File: src/rtl/polyline_arc_length_resampler_macros.svh
// assertion macros for the polyline arc length resampler
`ifndef POLYLINE_ARC_LENGTH_RESAMPLER_MACROS_SVH
`define POLYLINE_ARC_LENGTH_RESAMPLER_MACROS_SVH
`ifndef SYNTH
`define PLAR_ASSERT(lbl, prop) \
   lbl: assert property (@(posedge clock) disable iff (reset) prop) \
      else $error("plar assertion failed");
`define PLAR_NEVER(lbl, cond) \
   lbl: assert property (@(posedge clock) disable iff (reset) !(cond)) \
      else $error("plar forbidden condition");
`else
`define PLAR_ASSERT(lbl, prop)
`define PLAR_NEVER(lbl, cond)
`endif
`endif

File: src/rtl/plar_pkg.sv
// shared types and constants for the polyline arc length resampler
`timescale 1ns / 1ps
package plar_pkg;
   localparam int COORD_W    = 20;
   localparam int MAG_W      = 20;
   localparam int LEN_W      = 21;
   localparam int SQ_W       = 42;
   localparam int SREM_W     = 23;
   localparam int ACC_W      = 22;
   localparam int STEP_W     = 16;
   localparam int NUM_W      = 42;
   localparam int ITER_W     = 5;
   localparam int SQRT_ITERS = 21;
   localparam int CNT_ITERS  = 22;
   localparam int QUOT_ITERS = 20;
   localparam int FRAC_BITS  = 8;
   localparam logic [STEP_W-1:0] STEP_RESET = STEP_W'(2 << FRAC_BITS);
   localparam int CSR_ADDR_W = 2;
   localparam logic [CSR_ADDR_W-1:0] REG_STEP_ADDR = '0;

   typedef enum logic [3:0] {
      ST_IDLE, ST_DECIDE, ST_SQX, ST_SQY, ST_SQRT, ST_ACC, ST_CNTDIV, ST_PLAN,
      ST_FIRST, ST_MUL, ST_QINIT, ST_QDIV, ST_STAMP, ST_COMMIT, ST_END
   } state_type;

   typedef enum logic [1:0] {OSEL_PREV, OSEL_CUR, OSEL_STAMP} out_sel_type;

   typedef struct packed {
      logic        latch;
      logic        start_update;
      logic        delta;
      logic        square_x;
      logic        square_y;
      logic        sqrt_step;
      logic        acc_init;
      logic        cnt_step;
      logic        plan;
      logic        plan_over;
      logic        stamp_mul;
      logic        qinit;
      logic        qstep;
      logic        commit;
      logic        end_path;
      logic        out_load;
      out_sel_type out_sel;
      logic        out_last;
   } cmd_type;

   typedef struct packed {
      logic             start;
      logic             fin;
      logic             in_path;
      logic             pending;
      logic             out_free;
      logic [ACC_W-1:0] cnt;
   } status_type;
endpackage

File: src/rtl/plar_dpath.sv
// datapath: path state, segment length, stamp count and stamp interpolation
`timescale 1ns / 1ps
module plar_dpath (
   input  logic                              clock,
   input  logic                              reset,
   input  plar_pkg::cmd_type                 cmd,
   output plar_pkg::status_type              status,
   input  logic [plar_pkg::STEP_W-1:0]       step,
   input  logic signed [plar_pkg::COORD_W-1:0] in_x,
   input  logic signed [plar_pkg::COORD_W-1:0] in_y,
   input  logic                              in_start,
   input  logic                              in_end,
   output logic                              out_valid,
   input  logic                              out_ready,
   output logic signed [plar_pkg::COORD_W-1:0] out_x,
   output logic signed [plar_pkg::COORD_W-1:0] out_y,
   output logic                              out_last,
   output logic                              out_over
);
   import plar_pkg::*;

   logic signed [COORD_W-1:0] prev_x_ff, prev_x_in, prev_y_ff, prev_y_in;
   logic signed [COORD_W-1:0] cur_x_ff, cur_y_ff;
   logic cur_start_ff, cur_end_ff;
   logic [STEP_W-1:0] left_ff, left_in;
   logic in_path_ff, in_path_in, pending_ff, pending_in;
   logic [MAG_W-1:0] adx_ff, ady_ff;
   logic negx_ff, negy_ff, moved_ff;
   logic [2*MAG_W-1:0] sqx_ff;
   logic [SQ_W-1:0] rad_ff;
   logic [LEN_W-1:0] root_ff, seglen_ff;
   logic [SREM_W-1:0] srem_ff;
   logic [ACC_W-1:0] accq_ff;
   logic [STEP_W-1:0] drem_ff;
   logic [ACC_W-1:0] d_ff;
   logic [NUM_W-1:0] px_ff, py_ff;
   logic [LEN_W-1:0] rx_ff, ry_ff;
   logic [MAG_W-1:0] qx_ff, qy_ff;
   logic over_ff;
   logic ov_ff, ov_in;
   logic signed [COORD_W-1:0] ox_ff, oy_ff, ox_in, oy_in;
   logic olast_ff, olast_in;
   logic oover_ff, oover_in;

   logic [STEP_W-1:0] stp;
   logic signed [COORD_W:0] dx, dy;
   logic [COORD_W:0] dxa, dya;
   logic [SREM_W+1:0] srem2, trial;
   logic [STEP_W:0] drem2;
   logic [NUM_W-1:0] numx, numy;
   logic [LEN_W:0] tx, ty;
   logic [COORD_W+1:0] sx, sy;
   logic out_free;

   assign stp = (step == '0) ? STEP_W'(1) : step;
   assign dx = {cur_x_ff[COORD_W-1], cur_x_ff} - {prev_x_ff[COORD_W-1], prev_x_ff};
   assign dy = {cur_y_ff[COORD_W-1], cur_y_ff} - {prev_y_ff[COORD_W-1], prev_y_ff};
   assign dxa = dx[COORD_W] ? (COORD_W+1)'(0) - dx : dx;
   assign dya = dy[COORD_W] ? (COORD_W+1)'(0) - dy : dy;
   assign srem2 = {srem_ff, rad_ff[SQ_W-1 -: 2]};
   assign trial = (SREM_W+2)'({root_ff, 2'b01});
   assign drem2 = {drem_ff, accq_ff[ACC_W-1]};
   assign numx = px_ff + NUM_W'(seglen_ff >> 1);
   assign numy = py_ff + NUM_W'(seglen_ff >> 1);
   assign tx = {rx_ff, qx_ff[MAG_W-1]};
   assign ty = {ry_ff, qy_ff[MAG_W-1]};
   assign sx = {{2{prev_x_ff[COORD_W-1]}}, prev_x_ff}
             + (negx_ff ? (COORD_W+2)'(0) - (COORD_W+2)'(qx_ff) : (COORD_W+2)'(qx_ff));
   assign sy = {{2{prev_y_ff[COORD_W-1]}}, prev_y_ff}
             + (negy_ff ? (COORD_W+2)'(0) - (COORD_W+2)'(qy_ff) : (COORD_W+2)'(qy_ff));
   assign out_free = !ov_ff || out_ready;

   assign status.start    = cur_start_ff;
   assign status.fin      = cur_end_ff;
   assign status.in_path  = in_path_ff;
   assign status.pending  = pending_ff;
   assign status.out_free = out_free;
   assign status.cnt      = accq_ff;

   always_comb begin
      prev_x_in = prev_x_ff;
      prev_y_in = prev_y_ff;
      left_in = left_ff;
      in_path_in = in_path_ff;
      pending_in = pending_ff;
      if (cmd.start_update) begin
         prev_x_in = cur_x_ff;
         prev_y_in = cur_y_ff;
         left_in = '0;
         in_path_in = !cur_end_ff;
         pending_in = !cur_end_ff;
      end
      if (cmd.plan) pending_in = 1'b0;
      if (cmd.commit && moved_ff) begin
         prev_x_in = cur_x_ff;
         prev_y_in = cur_y_ff;
         left_in = drem_ff;
      end
      if (cmd.end_path) in_path_in = 1'b0;
   end

   always_comb begin
      ov_in = ov_ff;
      ox_in = ox_ff;
      oy_in = oy_ff;
      olast_in = olast_ff;
      oover_in = oover_ff;
      if (out_ready) ov_in = 1'b0;
      if (cmd.out_load) begin
         ov_in = 1'b1;
         olast_in = cmd.out_last;
         oover_in = over_ff;
         case (cmd.out_sel)
            OSEL_PREV: begin
               ox_in = prev_x_ff;
               oy_in = prev_y_ff;
            end
            OSEL_CUR: begin
               ox_in = cur_x_ff;
               oy_in = cur_y_ff;
            end
            OSEL_STAMP: begin
               ox_in = sx[COORD_W-1:0];
               oy_in = sy[COORD_W-1:0];
            end
            default: begin
               ox_in = cur_x_ff;
               oy_in = cur_y_ff;
            end
         endcase
      end
   end

   always_ff @(posedge clock) begin
      if (reset) begin
         prev_x_ff <= '0;
         prev_y_ff <= '0;
         left_ff <= '0;
         in_path_ff <= 1'b0;
         pending_ff <= 1'b0;
         ov_ff <= 1'b0;
      end else begin
         prev_x_ff <= prev_x_in;
         prev_y_ff <= prev_y_in;
         left_ff <= left_in;
         in_path_ff <= in_path_in;
         pending_ff <= pending_in;
         ov_ff <= ov_in;
      end
   end

   always_ff @(posedge clock) begin
      ox_ff <= ox_in;
      oy_ff <= oy_in;
      olast_ff <= olast_in;
      oover_ff <= oover_in;
      if (cmd.latch) begin
         cur_x_ff <= in_x;
         cur_y_ff <= in_y;
         cur_start_ff <= in_start;
         cur_end_ff <= in_end;
      end
      if (cmd.delta) begin
         adx_ff <= dxa[MAG_W-1:0];
         ady_ff <= dya[MAG_W-1:0];
         negx_ff <= dx[COORD_W];
         negy_ff <= dy[COORD_W];
         moved_ff <= (dx != '0) || (dy != '0);
      end
      if (cmd.square_x) sqx_ff <= adx_ff * adx_ff;
      if (cmd.square_y) begin
         rad_ff <= SQ_W'(sqx_ff) + SQ_W'(ady_ff * ady_ff);
         root_ff <= '0;
         srem_ff <= '0;
      end
      if (cmd.sqrt_step) begin
         rad_ff <= {rad_ff[SQ_W-3:0], 2'b00};
         if (srem2 >= trial) begin
            srem_ff <= SREM_W'(srem2 - trial);
            root_ff <= {root_ff[LEN_W-2:0], 1'b1};
         end else begin
            srem_ff <= SREM_W'(srem2);
            root_ff <= {root_ff[LEN_W-2:0], 1'b0};
         end
      end
      if (cmd.acc_init) begin
         seglen_ff <= root_ff;
         accq_ff <= moved_ff ? ACC_W'(left_ff) + ACC_W'(root_ff) : '0;
         drem_ff <= '0;
      end
      if (cmd.cnt_step) begin
         if (drem2 >= {1'b0, stp}) begin
            drem_ff <= STEP_W'(drem2 - {1'b0, stp});
            accq_ff <= {accq_ff[ACC_W-2:0], 1'b1};
         end else begin
            drem_ff <= drem2[STEP_W-1:0];
            accq_ff <= {accq_ff[ACC_W-2:0], 1'b0};
         end
      end
      if (cmd.plan) begin
         over_ff <= cmd.plan_over;
         d_ff <= ACC_W'(stp) - ACC_W'(left_ff);
      end
      if (cmd.stamp_mul) begin
         px_ff <= NUM_W'(adx_ff * d_ff[LEN_W-1:0]);
         py_ff <= NUM_W'(ady_ff * d_ff[LEN_W-1:0]);
         d_ff <= d_ff + ACC_W'(stp);
      end
      if (cmd.qinit) begin
         rx_ff <= numx[NUM_W-2 -: LEN_W];
         ry_ff <= numy[NUM_W-2 -: LEN_W];
         qx_ff <= numx[MAG_W-1:0];
         qy_ff <= numy[MAG_W-1:0];
      end
      if (cmd.qstep) begin
         if (tx >= {1'b0, seglen_ff}) begin
            rx_ff <= LEN_W'(tx - {1'b0, seglen_ff});
            qx_ff <= {qx_ff[MAG_W-2:0], 1'b1};
         end else begin
            rx_ff <= tx[LEN_W-1:0];
            qx_ff <= {qx_ff[MAG_W-2:0], 1'b0};
         end
         if (ty >= {1'b0, seglen_ff}) begin
            ry_ff <= LEN_W'(ty - {1'b0, seglen_ff});
            qy_ff <= {qy_ff[MAG_W-2:0], 1'b1};
         end else begin
            ry_ff <= ty[LEN_W-1:0];
            qy_ff <= {qy_ff[MAG_W-2:0], 1'b0};
         end
      end
   end

   assign out_valid = ov_ff;
   assign out_x = ox_ff;
   assign out_y = oy_ff;
   assign out_last = olast_ff;
   assign out_over = oover_ff;
endmodule

File: config.mk
export PLATFORM = sky130hd
export DESIGN_NAME = plar_dpath
export DESIGN_NICKNAME = d
export VERILOG_FILES = /design/src/rtl/polyline_arc_length_resampler_macros.svh /design/src/rtl/plar_pkg.sv /design/src/rtl/plar_dpath.sv
export SDC_FILE = /design/constraint.sdc
export NUM_CORES = 2
export LEC_CHECK = 0
export BUFFER_PORTS_ARGS = -buffer_cell sky130_fd_sc_hd__buf_2
export CORE_ASPECT_RATIO = 1.75
export CORE_UTILIZATION = 30
export CTS_BUF_LIST = sky130_fd_sc_hd__clkbuf_16
export CTS_CLUSTER_DIAMETER = 150
export DETAILED_ROUTE_END_ITERATION = 8
export GPL_TIMING_DRIVEN = 0
export PLACE_DENSITY = 0.5
export SYNTH_ARGS = -nofsm -noshare
export SYNTH_HDL_FRONTEND = slang
export SYNTH_SLANG_ARGS = --single-unit
File: constraint.sdc
create_clock -name clock -period 6.65 [get_ports clock]
set_input_delay 0.665 -clock clock [delete_from_list [all_inputs] [get_ports clock]]
set_output_delay 0.665 -clock clock [all_outputs]
set_load 0.05 [all_outputs]
==> metrics.yaml <==
synth:
  synth_top_area_cell: "fa_1"
  netlist_instances: 9312
  synth_top_cell_area_share_pct: 29.7
  synth-seq-area-share_pct: 18.5
  synth-seq-cells: 556
  synth_warnings: 0
  synth_common_cells: "inv_1 (1850), fa_1 (1287), nand2_1 (1109)"
  synth_nets: 11524
  synth_ff_type: "edfxtp_1"
  synth_area_leaders: "fa_1 (30%), edfxtp_1 (17%), ha_1 (12%)"
  syn_avg_cell_area_um2: 9.31
  syn_area_um2: 86700
  synth-edff-count: 495
  yosys.cell_types.count: 107
  yosysMostFrequentCell: "inv_1"
  async_flop_share_pct: 0
timing:
  tightest_slew_ps: 1400
  fmax_mhz: 132
  skew_ps: 47.9
  min_period_ps: 7580
  rsz0062_at_grt: "yes"
  maxSlewViolCount: 0
  layout_setup_ws_ps: -932
  setup_viol: 87
  max_slew_margin_pct: 5.87
  post-route-period-util_pct: 114
  finalHoldViolations: 0
worst_setup_path:
  cp.arrival_ps: 8060
  crit_buf_inv: 5
  crit_chain: "buf_12 > buf_4 > clkbuf_16 > and2_4 > fa_1 > fa_2 > fa_2 > fa_1 > inv_2 > fa_1 > fa_1 > inv_2 > fa_1 > ha_4 > nand3_4 > nor3_2 > nor2_1 > a21o_1 > a31oi_4 > a221o_1 > a31oi_4 > o211a_1 > nor3_2 > xor2_2"
  end_kind: "flip-flop"
  cpPeakStageDelay_ps: 570
  cp_slowest_cell: "fa_1"
  cp_top_family: "adder cells"
  crit_fanout: 10
  path_class: "flip-flop to flip-flop"
  start_kind: "flip-flop"
  critPathRequiredTime_ps: 7130
  crit_top_cell: "fa_1"
clock_tree:
  tritoncts: "yes"
  h-tree-depth: 2
  cts_num_sinks: 556
  clkLatencyLatePin_ps: 760
  numCtsBuffers: 59
  cts-root-buf: "clkbuf_16"
  cts.path.max_buffers: 3
  path_clk_slew_ps: 80
worst_hold_path:
  holdCritPathClass: "input port to flip-flop"
placed_design:
  dp_cells: 13264
  dp_hpwl_mm: 285
  port_buffers: 146
  place.gp.congestion: 1.01
floorplanning:
  core_um2: 287000
  dieWidth_um: 408
  row_count: 260
  pin_count: 150
  die-height_um: 713
  initial_core_util_pct: 30.2
  dieArea_um2: 291000
detailed_routing:
  drc: 0
  dr.pass1.iters: 6
  dr.first_iter.drc_count: 4249
  vias_per_cell: 4.94
  wl_per_cell_um: 25.1
  ant_nets: 0
  vias: 67687
  routed_wl_mm: 344
status:
  violations: "negative setup slack"
  status: "finished, violations left"
global_route:
  first_global_vias: 72762
  antenna_found_initial: 23
  grt.overflow.total: 0
  grt_pass1_wl_mm: 496
  track_usage_pct: 23.5
  grt_max_degree: 70
final_layout:
  drive_gt1_share_pct: 13.1
  area_growth_pct: 17.6
  fin_cells: 13704
  fin_nets: 12055
run:
  cap_viol_max_count: 0
per-layer routing:
layer / track usage (%) / up-vias / routed length, um
met4: 21.2 / 2 / 39100
met1: 22.8 / 34083 / 113000
met3: 2.48 / 885 / 12700
met5: 0 / - / 17
li1: - / 30727 / -
met2: 43.6 / 1990 / 179000
worst reg2reg max path: cells and delay by family, from the launching register on:
kind / cells / cell delay [ps]
fa+ha+maj: 8 / 3870
compound gates: 5 / 1200
simple gates: 5 / 740
buf+inv: 5 / 610
xor+xnor: 1 / 490
flops: 1 / 410
registers in the layout (all words and copies together) (netlist names), 21 cells and up:
signal,flops
accq_ff,22
d_ff,21
px_ff,41
py_ff,41
rad_ff,42
root_ff,21
rx_ff,21
ry_ff,21
seglen_ff,21
sqx_ff,39
srem_ff,23
final cells by class:
| type | count | area, um^2 |
|---|---|---|
| fillers | 29312 | 185000 |
| multi-input cells | 6512 | 64400 |
| flip-flops and latches | 556 | 16100 |
| inverters | 1852 | 6970 |
| well taps | 3799 | 4750 |
| repair buffers | 494 | 4220 |
| plain buffers | 368 | 3480 |
| clock buffers | 59 | 1480 |
| clock inverters | 53 | 589 |
| diodes | 11 | 27.5 |
what timing repair did:
item,CTS,global route
gates resized for setup,836,286
hold buffers,0,0
endpoints found under the setup margin,118,92
pin swaps,203,228
buffers inserted,241,105
metrics by stage:
step                area, um^2  hold WS (ps)  worst slack, ps  setup TNS [ps]  utilization [%]
floorplan                87100           400            -90.6            -143                -
global placement         92600           405            -2730         -198860             32.3
detailed placement       92700           410            -2700         -167730             32.3
CTS                     100000          29.4             -915          -32070             34.9
global route            102000          66.4            -1010          -50710             35.5
finish                  102000          84.3             -932          -34850             35.5
worst paths after layout:
path	from	to	slack, ps	cells past startpoint
worst max-delay path	adx_ff[3]	sqx_ff[32]	-930	24
worst min-delay path	cmd[0]	out_last	80	1
worst max register to register	adx_ff[3]	sqx_ff[32]	-930	24
worst min register to register	over_ff	out_over	420	0
layout by cell type (no fill, tap or decap), types with 50 or more instances in the layout:
master | synthesis | layout
nand2_1 | 1109 | 1070
nand2b_1 | 72 | 71
xnor2_1 | 335 | 318
clkbuf_4 | 0 | 54
clkbuf_8 | 0 | 51
clkbuf_1 | 352 | 107
clkbuf_16 | 0 | 107
o31ai_1 | 60 | 55
nor3_1 | 92 | 86
xor2_1 | 141 | 132
inv_2 | 0 | 56
nand4_1 | 53 | 53
a21oi_1 | 366 | 319
a21o_1 | 193 | 192
o21ai_0 | 264 | 238
mux2i_1 | 112 | 112
nand3_1 | 89 | 83
buf_6 | 1 | 76
and2_1 | 508 | 486
buf_2 | 10 | 161
ha_1 | 845 | 803
o21a_1 | 59 | 57
dfxtp_1 | 61 | 61
buf_4 | 11 | 251
nor2b_1 | 54 | 50
nor2_1 | 317 | 309
edfxtp_1 | 495 | 495
fa_1 | 1287 | 1252
inv_1 | 1850 | 1800
logic make-up (layout without fill, tap and decap cells):
| group | count (synthesis) | in the layout | synth area share, % |
|---|---|---|---|
| AOI/OAI and AO/OA | 1310 | 1310 | 9.92 |
| adders and majority gates | 2132 | 2132 | 41.9 |
| DFF | 556 | 556 | 18.5 |
| xor gates and xnor gates | 476 | 476 | 4.81 |
| other | 1 | 12 | 0.00432 |
| and+or+nand+nor | 2468 | 2468 | 13.6 |
| muxes | 125 | 125 | 1.46 |
| buffers and inverters | 2244 | 2826 | 9.78 |
Power is not shown: default switching activity piles up to over one toggle a cycle in this logic, so the estimate is an artifact.
