$ cat src/rtl/polyline_arc_length_resampler_macros.svh
// assertion macros for the polyline arc length resampler
`ifndef POLYLINE_ARC_LENGTH_RESAMPLER_MACROS_SVH
`define POLYLINE_ARC_LENGTH_RESAMPLER_MACROS_SVH
`ifndef SYNTH
`define PLAR_ASSERT(lbl, prop) \
   lbl: assert property (@(posedge clock) disable iff (reset) prop) \
      else $error("plar assertion failed");
`define PLAR_NEVER(lbl, cond) \
   lbl: assert property (@(posedge clock) disable iff (reset) !(cond)) \
      else $error("plar forbidden condition");
`else
`define PLAR_ASSERT(lbl, prop)
`define PLAR_NEVER(lbl, cond)
`endif
`endif

$ cat src/rtl/plar_pkg.sv
// shared types and constants for the polyline arc length resampler
`timescale 1ns / 1ps
package plar_pkg;
   localparam int COORD_W    = 20;
   localparam int MAG_W      = 20;
   localparam int LEN_W      = 21;
   localparam int SQ_W       = 42;
   localparam int SREM_W     = 23;
   localparam int ACC_W      = 22;
   localparam int STEP_W     = 16;
   localparam int NUM_W      = 42;
   localparam int ITER_W     = 5;
   localparam int SQRT_ITERS = 21;
   localparam int CNT_ITERS  = 22;
   localparam int QUOT_ITERS = 20;
   localparam int FRAC_BITS  = 8;
   localparam logic [STEP_W-1:0] STEP_RESET = STEP_W'(2 << FRAC_BITS);
   localparam int CSR_ADDR_W = 2;
   localparam logic [CSR_ADDR_W-1:0] REG_STEP_ADDR = '0;

   typedef enum logic [3:0] {
      ST_IDLE, ST_DECIDE, ST_SQX, ST_SQY, ST_SQRT, ST_ACC, ST_CNTDIV, ST_PLAN,
      ST_FIRST, ST_MUL, ST_QINIT, ST_QDIV, ST_STAMP, ST_COMMIT, ST_END
   } state_type;

   typedef enum logic [1:0] {OSEL_PREV, OSEL_CUR, OSEL_STAMP} out_sel_type;

   typedef struct packed {
      logic        latch;
      logic        start_update;
      logic        delta;
      logic        square_x;
      logic        square_y;
      logic        sqrt_step;
      logic        acc_init;
      logic        cnt_step;
      logic        plan;
      logic        plan_over;
      logic        stamp_mul;
      logic        qinit;
      logic        qstep;
      logic        commit;
      logic        end_path;
      logic        out_load;
      out_sel_type out_sel;
      logic        out_last;
   } cmd_type;

   typedef struct packed {
      logic             start;
      logic             fin;
      logic             in_path;
      logic             pending;
      logic             out_free;
      logic [ACC_W-1:0] cnt;
   } status_type;
endpackage

$ cat src/rtl/plar_ctrl.sv
// controller: sequences segment length, stamp count and stamp emission
`timescale 1ns / 1ps
`include "polyline_arc_length_resampler_macros.svh"
module plar_ctrl #(
   parameter int MAX_RESULTS = 64
) (
   input  logic                 clock,
   input  logic                 reset,
   input  logic                 req_valid,
   output logic                 req_ready,
   input  plar_pkg::status_type status,
   output plar_pkg::cmd_type    cmd
);
   import plar_pkg::*;

   localparam int CNT_W = $clog2(MAX_RESULTS + 1);
   localparam logic [CNT_W-1:0] MAX_C = CNT_W'(MAX_RESULTS);
   localparam logic [ACC_W:0] MAX_W = (ACC_W+1)'(MAX_RESULTS);

   state_type state_ff, state_in;
   logic [ITER_W-1:0] iter_ff, iter_in;
   logic [CNT_W-1:0] nseg_ff, nseg_in, emit_ff, emit_in, nemit_ff, nemit_in;
   logic end_emit_ff, end_emit_in;

   logic [CNT_W-1:0] room, nseg_calc;
   logic [ACC_W:0] total, end_need;
   logic end_fit, last;

   always_comb begin
      room = MAX_C - CNT_W'(status.pending);
      nseg_calc = (status.cnt <= ACC_W'(room)) ? status.cnt[CNT_W-1:0] : room;
      total = (ACC_W+1)'(status.cnt) + (ACC_W+1)'(status.pending)
            + (ACC_W+1)'(status.fin);
      end_need = (ACC_W+1)'(status.cnt) + (ACC_W+1)'(status.pending) + (ACC_W+1)'(1);
      end_fit = status.fin && (end_need <= MAX_W);
      last = (emit_ff + CNT_W'(1)) == nemit_ff;
   end

   always_comb begin
      state_in = state_ff;
      iter_in = '0;
      nseg_in = nseg_ff;
      emit_in = emit_ff;
      nemit_in = nemit_ff;
      end_emit_in = end_emit_ff;
      cmd = '0;
      cmd.out_sel = OSEL_PREV;
      req_ready = 1'b0;
      case (state_ff)
         ST_IDLE: begin
            req_ready = 1'b1;
            if (req_valid) begin
               cmd.latch = 1'b1;
               state_in = ST_DECIDE;
            end
         end
         ST_DECIDE: begin
            cmd.delta = 1'b1;
            if (status.start) begin
               cmd.start_update = 1'b1;
               state_in = ST_IDLE;
            end else if (!status.in_path) begin
               state_in = ST_IDLE;
            end else begin
               state_in = ST_SQX;
            end
         end
         ST_SQX: begin
            cmd.square_x = 1'b1;
            state_in = ST_SQY;
         end
         ST_SQY: begin
            cmd.square_y = 1'b1;
            state_in = ST_SQRT;
         end
         ST_SQRT: begin
            cmd.sqrt_step = 1'b1;
            iter_in = iter_ff + ITER_W'(1);
            if (iter_ff == ITER_W'(SQRT_ITERS - 1)) state_in = ST_ACC;
         end
         ST_ACC: begin
            cmd.acc_init = 1'b1;
            state_in = ST_CNTDIV;
         end
         ST_CNTDIV: begin
            cmd.cnt_step = 1'b1;
            iter_in = iter_ff + ITER_W'(1);
            if (iter_ff == ITER_W'(CNT_ITERS - 1)) state_in = ST_PLAN;
         end
         ST_PLAN: begin
            cmd.plan = 1'b1;
            cmd.plan_over = total > MAX_W;
            nseg_in = nseg_calc;
            end_emit_in = end_fit;
            emit_in = '0;
            nemit_in = CNT_W'(status.pending) + nseg_calc + CNT_W'(end_fit);
            if (status.pending) state_in = ST_FIRST;
            else if (nseg_calc != '0) state_in = ST_MUL;
            else state_in = ST_COMMIT;
         end
         ST_FIRST: begin
            if (status.out_free) begin
               cmd.out_load = 1'b1;
               cmd.out_sel = OSEL_PREV;
               cmd.out_last = last;
               emit_in = emit_ff + CNT_W'(1);
               state_in = (nseg_ff != '0) ? ST_MUL : ST_COMMIT;
            end
         end
         ST_MUL: begin
            cmd.stamp_mul = 1'b1;
            state_in = ST_QINIT;
         end
         ST_QINIT: begin
            cmd.qinit = 1'b1;
            state_in = ST_QDIV;
         end
         ST_QDIV: begin
            cmd.qstep = 1'b1;
            iter_in = iter_ff + ITER_W'(1);
            if (iter_ff == ITER_W'(QUOT_ITERS - 1)) state_in = ST_STAMP;
         end
         ST_STAMP: begin
            if (status.out_free) begin
               cmd.out_load = 1'b1;
               cmd.out_sel = OSEL_STAMP;
               cmd.out_last = last;
               emit_in = emit_ff + CNT_W'(1);
               nseg_in = nseg_ff - CNT_W'(1);
               state_in = (nseg_ff == CNT_W'(1)) ? ST_COMMIT : ST_MUL;
            end
         end
         ST_COMMIT: begin
            cmd.commit = 1'b1;
            cmd.end_path = status.fin;
            state_in = end_emit_ff ? ST_END : ST_IDLE;
         end
         ST_END: begin
            if (status.out_free) begin
               cmd.out_load = 1'b1;
               cmd.out_sel = OSEL_CUR;
               cmd.out_last = last;
               emit_in = emit_ff + CNT_W'(1);
               state_in = ST_IDLE;
            end
         end
         default: state_in = ST_IDLE;
      endcase
   end

   always_ff @(posedge clock) begin
      if (reset) begin
         state_ff <= ST_IDLE;
         iter_ff <= '0;
         nseg_ff <= '0;
         emit_ff <= '0;
         nemit_ff <= '0;
         end_emit_ff <= 1'b0;
      end else begin
         state_ff <= state_in;
         iter_ff <= iter_in;
         nseg_ff <= nseg_in;
         emit_ff <= emit_in;
         nemit_ff <= nemit_in;
         end_emit_ff <= end_emit_in;
      end
   end

   `PLAR_NEVER(a_emit_limit, emit_ff > MAX_C)
   `PLAR_ASSERT(a_load_free, cmd.out_load |-> status.out_free)
   `PLAR_ASSERT(a_sqrt_exit, state_ff == ST_SQRT |=> state_ff == ST_SQRT || state_ff == ST_ACC)
   `PLAR_NEVER(a_emit_over_plan, cmd.out_load && emit_ff >= nemit_ff)
endmodule

$ cat config.mk
export PLATFORM = sky130hd
export DESIGN_NAME = plar_ctrl
export DESIGN_NICKNAME = d
export VERILOG_FILES = /design/src/rtl/plar_pkg.sv /design/src/rtl/plar_ctrl.sv
export VERILOG_INCLUDE_DIRS = /design/src /design/src/rtl
export SDC_FILE = /design/constraint.sdc
export NUM_CORES = 1
export LEC_CHECK = 0
export BUFFER_PORTS_ARGS = -buffer_cell sky130_fd_sc_hd__clkbuf_2
export CORE_MARGIN = 3
export CORE_UTILIZATION = 49
export CTS_CLUSTER_DIAMETER = 200
export DETAILED_ROUTE_END_ITERATION = 10
export PLACE_DENSITY_LB_ADDON = 0.3
export SYNTH_ARGS = -nofsm -noshare
export SYNTH_HDL_FRONTEND = slang
export SYNTH_SLANG_ARGS = --single-unit
$ cat constraint.sdc
create_clock -name clock -period 4.93 [get_ports clock]
set_clock_uncertainty 0.2 [all_clocks]
set_input_delay 0.2465 -clock clock [delete_from_list [all_inputs] [get_ports clock]]
set_output_delay 0.2465 -clock clock [all_outputs]
set_load 0.005 [all_outputs]
==> results of run 1 <==
==> routing by layer <==
layer  global-route usage (%)  vias up  part of all wire (%)
met5                        0        -                     0
met2                     36.5      200                    44
met3                     3.24       20                   7.5
met1                     33.4     2092                    47
met4                     6.80        0                   1.7
li1                         -     2176                     -
==> worst paths after layout <==
kind	slack [ps]	cells after the start	end	start
setup / recovery	370	17	nemit_ff[4]	status[23]
hold / removal	180	5	state_ff[1]	status[24]
setup reg to reg	2000	7	nseg_ff[4]	state_ff[2]
hold reg to reg	270	2	nemit_ff[1]	nemit_ff[1]
==> kinds of logic after synthesis <==
group	after synthesis
buf+inv	55
flops	31
fa+ha+maj	19
mux	8
compound gates	139
simple gates	275
xor+xnor	34
==> worst max-delay path, stage by stage <==
cell,delay (ps)
clkbuf_2,140
ha_1,300
ha_2,340
and3b_1,190
o221ai_1,240
a211oi_2,350
o2111ai_1,180
xor2_1,170
or4_1,530
nor4_2,340
nand3_1,170
fa_1,470
inv_1,80
ha_1,230
and4b_1,210
o21ai_0,80
a311oi_1,260
==> synthesized netlist by cell type (all sizes together) (3+ instances only) <==
library cell	count
nand3b	3
or3	11
nand2	48
a21o	4
a311oi	5
mux2	3
buf	13
nand2b	7
clkbuf	22
and3	15
inv	19
nor4bb	3
o31ai	4
nand3	29
and4	5
nor4	16
o2111ai	4
o21a	5
a211oi	10
nor2b	5
and4b	3
ha	18
dfxtp	31
xnor2	19
o211ai	4
and2	9
nor3	30
nand4	24
nor2	54
or4	4
a31oi	9
xor2	15
mux2i	5
o21ai	27
a21oi	36
==> registers in the layout, indices dropped and copies added, names as in the netlist <==
name,flops
emit_ff,7
nemit_ff,7
nseg_ff,7
state_ff,4
end_emit_ff,1
iter_ff,5
==> layout make-up <==
cell class | count | area [um^2] | share of cell area, %
Clock buffer | 6 | 82.6 | 1.89
Sequential cell | 31 | 621 | 14.2
Multi-Input combinational cell | 475 | 3120 | 71.6
Timing Repair Buffer | 60 | 328 | 7.52
Tap cell | 102 | 128 | 2.93
Inverter | 20 | 75.1 | 1.72
Clock inverter | 1 | 5.00 | 0.115
==> power by group through the flow <==
stage | Combinational, uW | Clock, uW | Sequential, uW
after CTS | 212 | 199 | 275
after detailed placement | 211 | 0 | 280
after global placement | 206 | 0 | 281
after floorplan | 162 | 0 | 266
after global routing | 239 | 213 | 277
final | 217 | 196 | 275
==> stage by stage <==
step           power [uW]  area [um^2]  hold WS (ps)  std cells  setup WS, ps
6_report              688         4360           183        695           374
5_1_grt               729         4360           225        695          73.2
4_1_cts               686         4360           182        695           340
3_5_place_dp          491         4270           263        688          66.0
3_3_place_gp          487         4270           261        688           268
2_1_floorplan         428         4050           245        561           568
==> reports/metrics.csv, run 1 <==
stage,metric,value,unit
power,Cell Pwr Density,158,mW/mm^2
clock_network,Clock Tree Buf Depth,2,
clock_network,CTS H-tree depth,2,
sta,crit path time final,4560,ps
sta,Final Hold Vio Count,0,
sta,relative slew slack,48.9,%
die,core area,0.00789,mm^2
final_layout,"most common cell after layout, fill and taps aside",nor2_1,
yosys,syn_nets,610,
hold_path,worst min path class,input port to register,
global_routing,GRT Util Overall,23.4,%
route,Iteration-0 DRC Markers,500,
final_layout,Total Nets Final,642,
clock_network,clock sinks,31,
route,Vias/cell,6.46,
final_layout,Fillers,774,
clock_network,CTS tree,built,
global_routing,gr ovfl total,0,
yosys,"FF+latch count, synth",31,
yosys,Mapped Avg Cell Area,7.22,um^2
yosys,Synth Area in Compound Gates,23.4,%
final_layout,layout cells sized above 1,16.9,%
power,peak supply drop,0.0986,mV
clock_network,CTS Hold Bufs,0,
critical_path,CP endpoint kind,register,
route,routed vias,4488,
yosys,mux cell area share after synthesis,2.07,%
yosys,Synth Flop Type,dfxtp_1,
global_routing,initial antenna violation count,0,
yosys,"Seq/Total Area, Yosys",15.3,%
route,WL/cell,16.6,um
final_layout,post-layout util,55.3,%
global_routing,vias in the first global route,4014,
clock_network,Num CTS Buffers,5,
yosys,share of the synthesized area in the top cell type,15.3,%
yosys,synthesized area,0.00405,mm^2
power,clock share of power,28.5,%
yosys,Synth Area in Adders,6.06,%
die,die area,0.00939,mm^2
power,Comb pwr share,31.5,%
die,Die H,96.9,um
route,number of remaining DRC errors,0,
final_layout,antenna diode count,0,
critical_path,Critical Path RT,4900,ps
die,Core Rows,32,
die,IO Pins,50,
final_layout,"commonest non-fill, non-tap cells in the layout","nor2_1, clkbuf_2, nand2_1, a21oi_1, dfxtp_1",
yosys,dominant cells by area after synthesis,"dfxtp_1, ha_1, nor2_1",
route,First-pass DRT Iterations,6,
placed_design,dpl hpwl,8990,um
clock_network,clk_lat worst skew,270,ps
clock_network,"CTS clk-pin slew, worst paths",70,ps
power,Seq pwr share,40.0,%
route,DRT antenna net count,0,
sta,setup TNS,0,ps
clock_network,CTS resizes,0,
sta,fin. max-slew vios,0,
sta,# setup viols final,0,
power,NetSw,241,uW
yosys,post-synthesis xor/xnor area fraction,7.54,%
yosys,main combinational cell family by area after synthesis,simple AND/OR/NAND/NOR gates,
yosys,yosys warns,0,
power,Int Pwr,448,uW
clock_network,root buf cell,clkbuf_8,
power,leakage,0.00164,uW
global_routing,first-pass GRT wire length,19000,um
yosys,dominant cell type by area after synthesis,dfxtp_1,
sta,Worst-Margin Slew,761,ps
global_routing,largest net degree at the start of global routing,29,
sta,RSZ-0062 raised after global routing,no,
power,switching part of the total,35.0,%
yosys,"FFs w/ async S/R, synth",0,%
critical_path,type of the worst setup path,input port to register,
yosys,number of enable flip-flop cells after synthesis,0,
critical_path,kind of start point of the critical path,input port,
final_layout,Synth-to-Final Area Change,7.69,%
critical_path,Critical Path Fanout Max,9,
sta,final period utilization,92.4,%
placed_design,routability cong.,0.958,
flow_run,MaxCap Viol Count,0,
route,final WL,11500,um
placed_design,PortBufs,49,
die,chip width,96.9,um
clock_network,Post-CTS Setup Bufs,0,
yosys,Simple-Gate Fraction of Synth Area,38.0,%
yosys,Synth Instances,561,
critical_path,CP Data Arrival Time,4530,ps
sta,fmax,0.219,GHz
die,Initial Util,51.3,%
outcome,status,completed,
yosys,distinct cell type count after synthesis,84,
No activity file was read; power rests on OpenSTA's default activity.
==> run 2, diff against run 1 <==
Settings changed: MAX_ROUTING_LAYER set to met4.
Clock period 4.93 ns to 5.5 ns, I/O delays scaled along.
==> run 2 against run 1 <==
Sequential power is 10% lower. Register-to-register slack better by 400 ps. Worst setup slack better by 280 ps. Clock power is 8% lower. Critical path depth stayed put. Worst hold slack better by 12 ps. Sequential share of layout area is 0.23 points higher. Die area stayed put. Non-clock buffer count is 9 lower. Cell area is 1.6% lower. Core utilization is 0.89 points lower. First-iteration DRC count is 29% lower. Critical path type unchanged.
==> reports/metrics.csv, run 2 (same netlist as run 1, synthesis figures left out) <==
stage,metric,value,unit
final_layout,post-layout util,54.4,%
final_layout,layout cells sized above 1,15.4,%
die,core area,0.00789,mm^2
sta,relative slew slack,35.7,%
critical_path,CP max stage delay,660,ps
sta,fin. max-slew vios,0,
global_routing,initial antenna violation count,0,
route,routed vias,4462,
route,final WL,11500,um
die,Die H,96.9,um
final_layout,total area of sequential cells,621,um^2
final_layout,Fillers,782,
final_layout,"commonest non-fill, non-tap cells in the layout","nor2_1, clkbuf_2, nand2_1, a21oi_1, dfxtp_1",
route,WL met1,5370,um
hold_path,Hold Crit Endpoint,state_ff[1],
global_routing,vias in the first global route,3834,
route,Vias/cell,6.50,
final_layout,"most common cell after layout, fill and taps aside",nor2_1,
final_layout,antenna diode count,0,
clock_network,Clock Tree Buf Depth,2,
global_routing,first-pass GRT wire length,18700,um
clock_network,CTS H-tree depth,2,
critical_path,family with the most delay on the worst path,simple AND/OR/NAND/NOR gates,
final_layout,top flop regs,"emit_ff x7, nemit_ff x7, nseg_ff x7",
route,WL/cell,16.8,um
sta,Worst-Margin Slew,964,ps
placed_design,PortBufs,49,
final_layout,Total Nets Final,633,
outcome,status,completed,
critical_path,Critical Path Slowest Stage Cell,or4_1,
die,chip width,96.9,um
power,"Power, Total",616,uW
clock_network,Num CTS Buffers,5,
placed_design,routability cong.,0.996,
critical_path,Critical Path Fanout Max,10,
die,die area,0.00939,mm^2
sta,setup TNS,0,ps
clock_network,CTS tree,built,
die,Core Rows,32,
clock_network,CTS resizes,0,
sta,crit path time final,4840,ps
placed_design,DP Area,0.00420,mm^2
power,peak supply drop,0.0685,mV
critical_path,Worst Path Buf+Inv,2,
route,top routing layer used,met4,
clock_network,"CTS clk-pin slew, worst paths",60,ps
placed_design,dpl hpwl,8910,um
final_layout,Synth-to-Final Area Change,5.96,%
global_routing,largest net degree at the start of global routing,29,
critical_path,most frequent CP cell,ha_1,
sta,fmax,0.207,GHz
critical_path,worst-case reg-to-reg path depth,7,
route,DRT antenna net count,0,
critical_path,kind of start point of the critical path,input port,
power,Cell Pwr Density,144,mW/mm^2
final_layout,final instance area,0.00429,mm^2
critical_path,CP Data Arrival Time,4820,ps
flow_run,MaxCap Viol Count,0,
critical_path,CP endpoint kind,register,
sta,worst setup margin,658,ps
critical_path,r2r endpoint,nseg_ff[4],
route,met2 wire length,4970,um
critical_path,worst-path cell chain,clkbuf_2 > ha_1 > ha_1 > nand3_2 > or4_1 > or3_4 > a221o_1 > o21ai_2 > a41oi_2 > nor4_2 > nand3_1 > fa_1 > inv_1 > ha_1 > and4b_1 > o21ai_0 > a311oi_1,
die,Initial Util,51.3,%
power,leakage,0.00160,uW
route,number of remaining DRC errors,0,
route,First-pass DRT Iterations,5,
route,met3 wire length,1020,um
critical_path,R2R Setup Slk,2400,ps
sta,final period utilization,88.0,%
final_layout,multi-input combinational cell area,0.00312,mm^2
clock_network,Post-CTS Setup Bufs,0,
die,IO Pins,50,
clock_network,clock sinks,31,
critical_path,Critical Path RT,5480,ps
clock_network,clk_lat worst skew,280,ps
clock_network,root buf cell,clkbuf_8,
route,Iteration-0 DRC Markers,353,
critical_path,type of the worst setup path,input port to register,
hold_path,Hold Path Cell Cnt,5,
global_routing,GRT Util Overall,23.9,%
hold_path,Worst Min Path Start,status[24],
hold_path,worst min path class,input port to register,
sta,RSZ-0062 raised after global routing,no,
placed_design,Setup WS pre-CTS,417,ps
global_routing,gr ovfl total,0,
sta,Final Hold Vio Count,0,
critical_path,R2R Path Start,state_ff[2],
sta,# setup viols final,0,
clock_network,CTS Hold Bufs,0,
[run 2: changes by cell type in the layout (fill, tap and decap cells not counted), sizes merged]
| cell | before | now |
|---|---|---|
| buf | 11 | 2 |
[run 2: routing by layer]
metal	vias up	GRT usage, %
met5	-	-
met4	0	5.72
met3	16	3.97
met2	209	34.1
met1	2077	35.0
li1	2160	-
[run 2: power by group]
| group | switching, uW | total (uW) | internal (uW) |
|---|---|---|---|
| Sequential | 17.2 | 247 | 230 |
| Combinational | 119 | 189 | 70.0 |
| Clock | 81.6 | 180 | 98.0 |
[run 2: worst max path at each step]
stage	start	endpoint	slack [ps]	depth (start not counted)
2_1_floorplan	status[0]	nemit_ff[4]	1110	18
3_3_place_gp	status[23]	nemit_ff[4]	620	17
3_5_place_dp	status[23]	nemit_ff[4]	420	17
4_1_cts	status[23]	nemit_ff[4]	690	17
5_1_grt	status[23]	nemit_ff[6]	380	18
6_report	status[23]	nemit_ff[4]	660	17
[run 2: stage by stage]
| stage | cells | hold slack [ps] |
|---|---|---|
| final | 686 | 194 |
| after global routing | 686 | 247 |
| after CTS | 686 | 182 |
| after detailed placement | 679 | 263 |
| after global placement | 679 | 262 |
| after floorplan | 561 | 245 |
[run 2: area by class of cell]
| cell class | count | share of cell area (%) |
|---|---|---|
| Clock buffer | 6 | 1.92 |
| Clock inverter | 1 | 0.117 |
| Inverter | 20 | 1.75 |
| Multi-Input combinational cell | 475 | 72.7 |
| Sequential cell | 31 | 14.5 |
| Tap cell | 102 | 2.97 |
| Timing Repair Buffer | 51 | 6.07 |
[run 2: worst register-to-register path, cell delays in order, from the launching register on]
cell and delay [ps]:
dfxtp_1 690, nand2_1 230, nor3_1 730, nand2_1 300
nand2_1 340, a21oi_1 110, a311oi_1 270, o31a_1 180
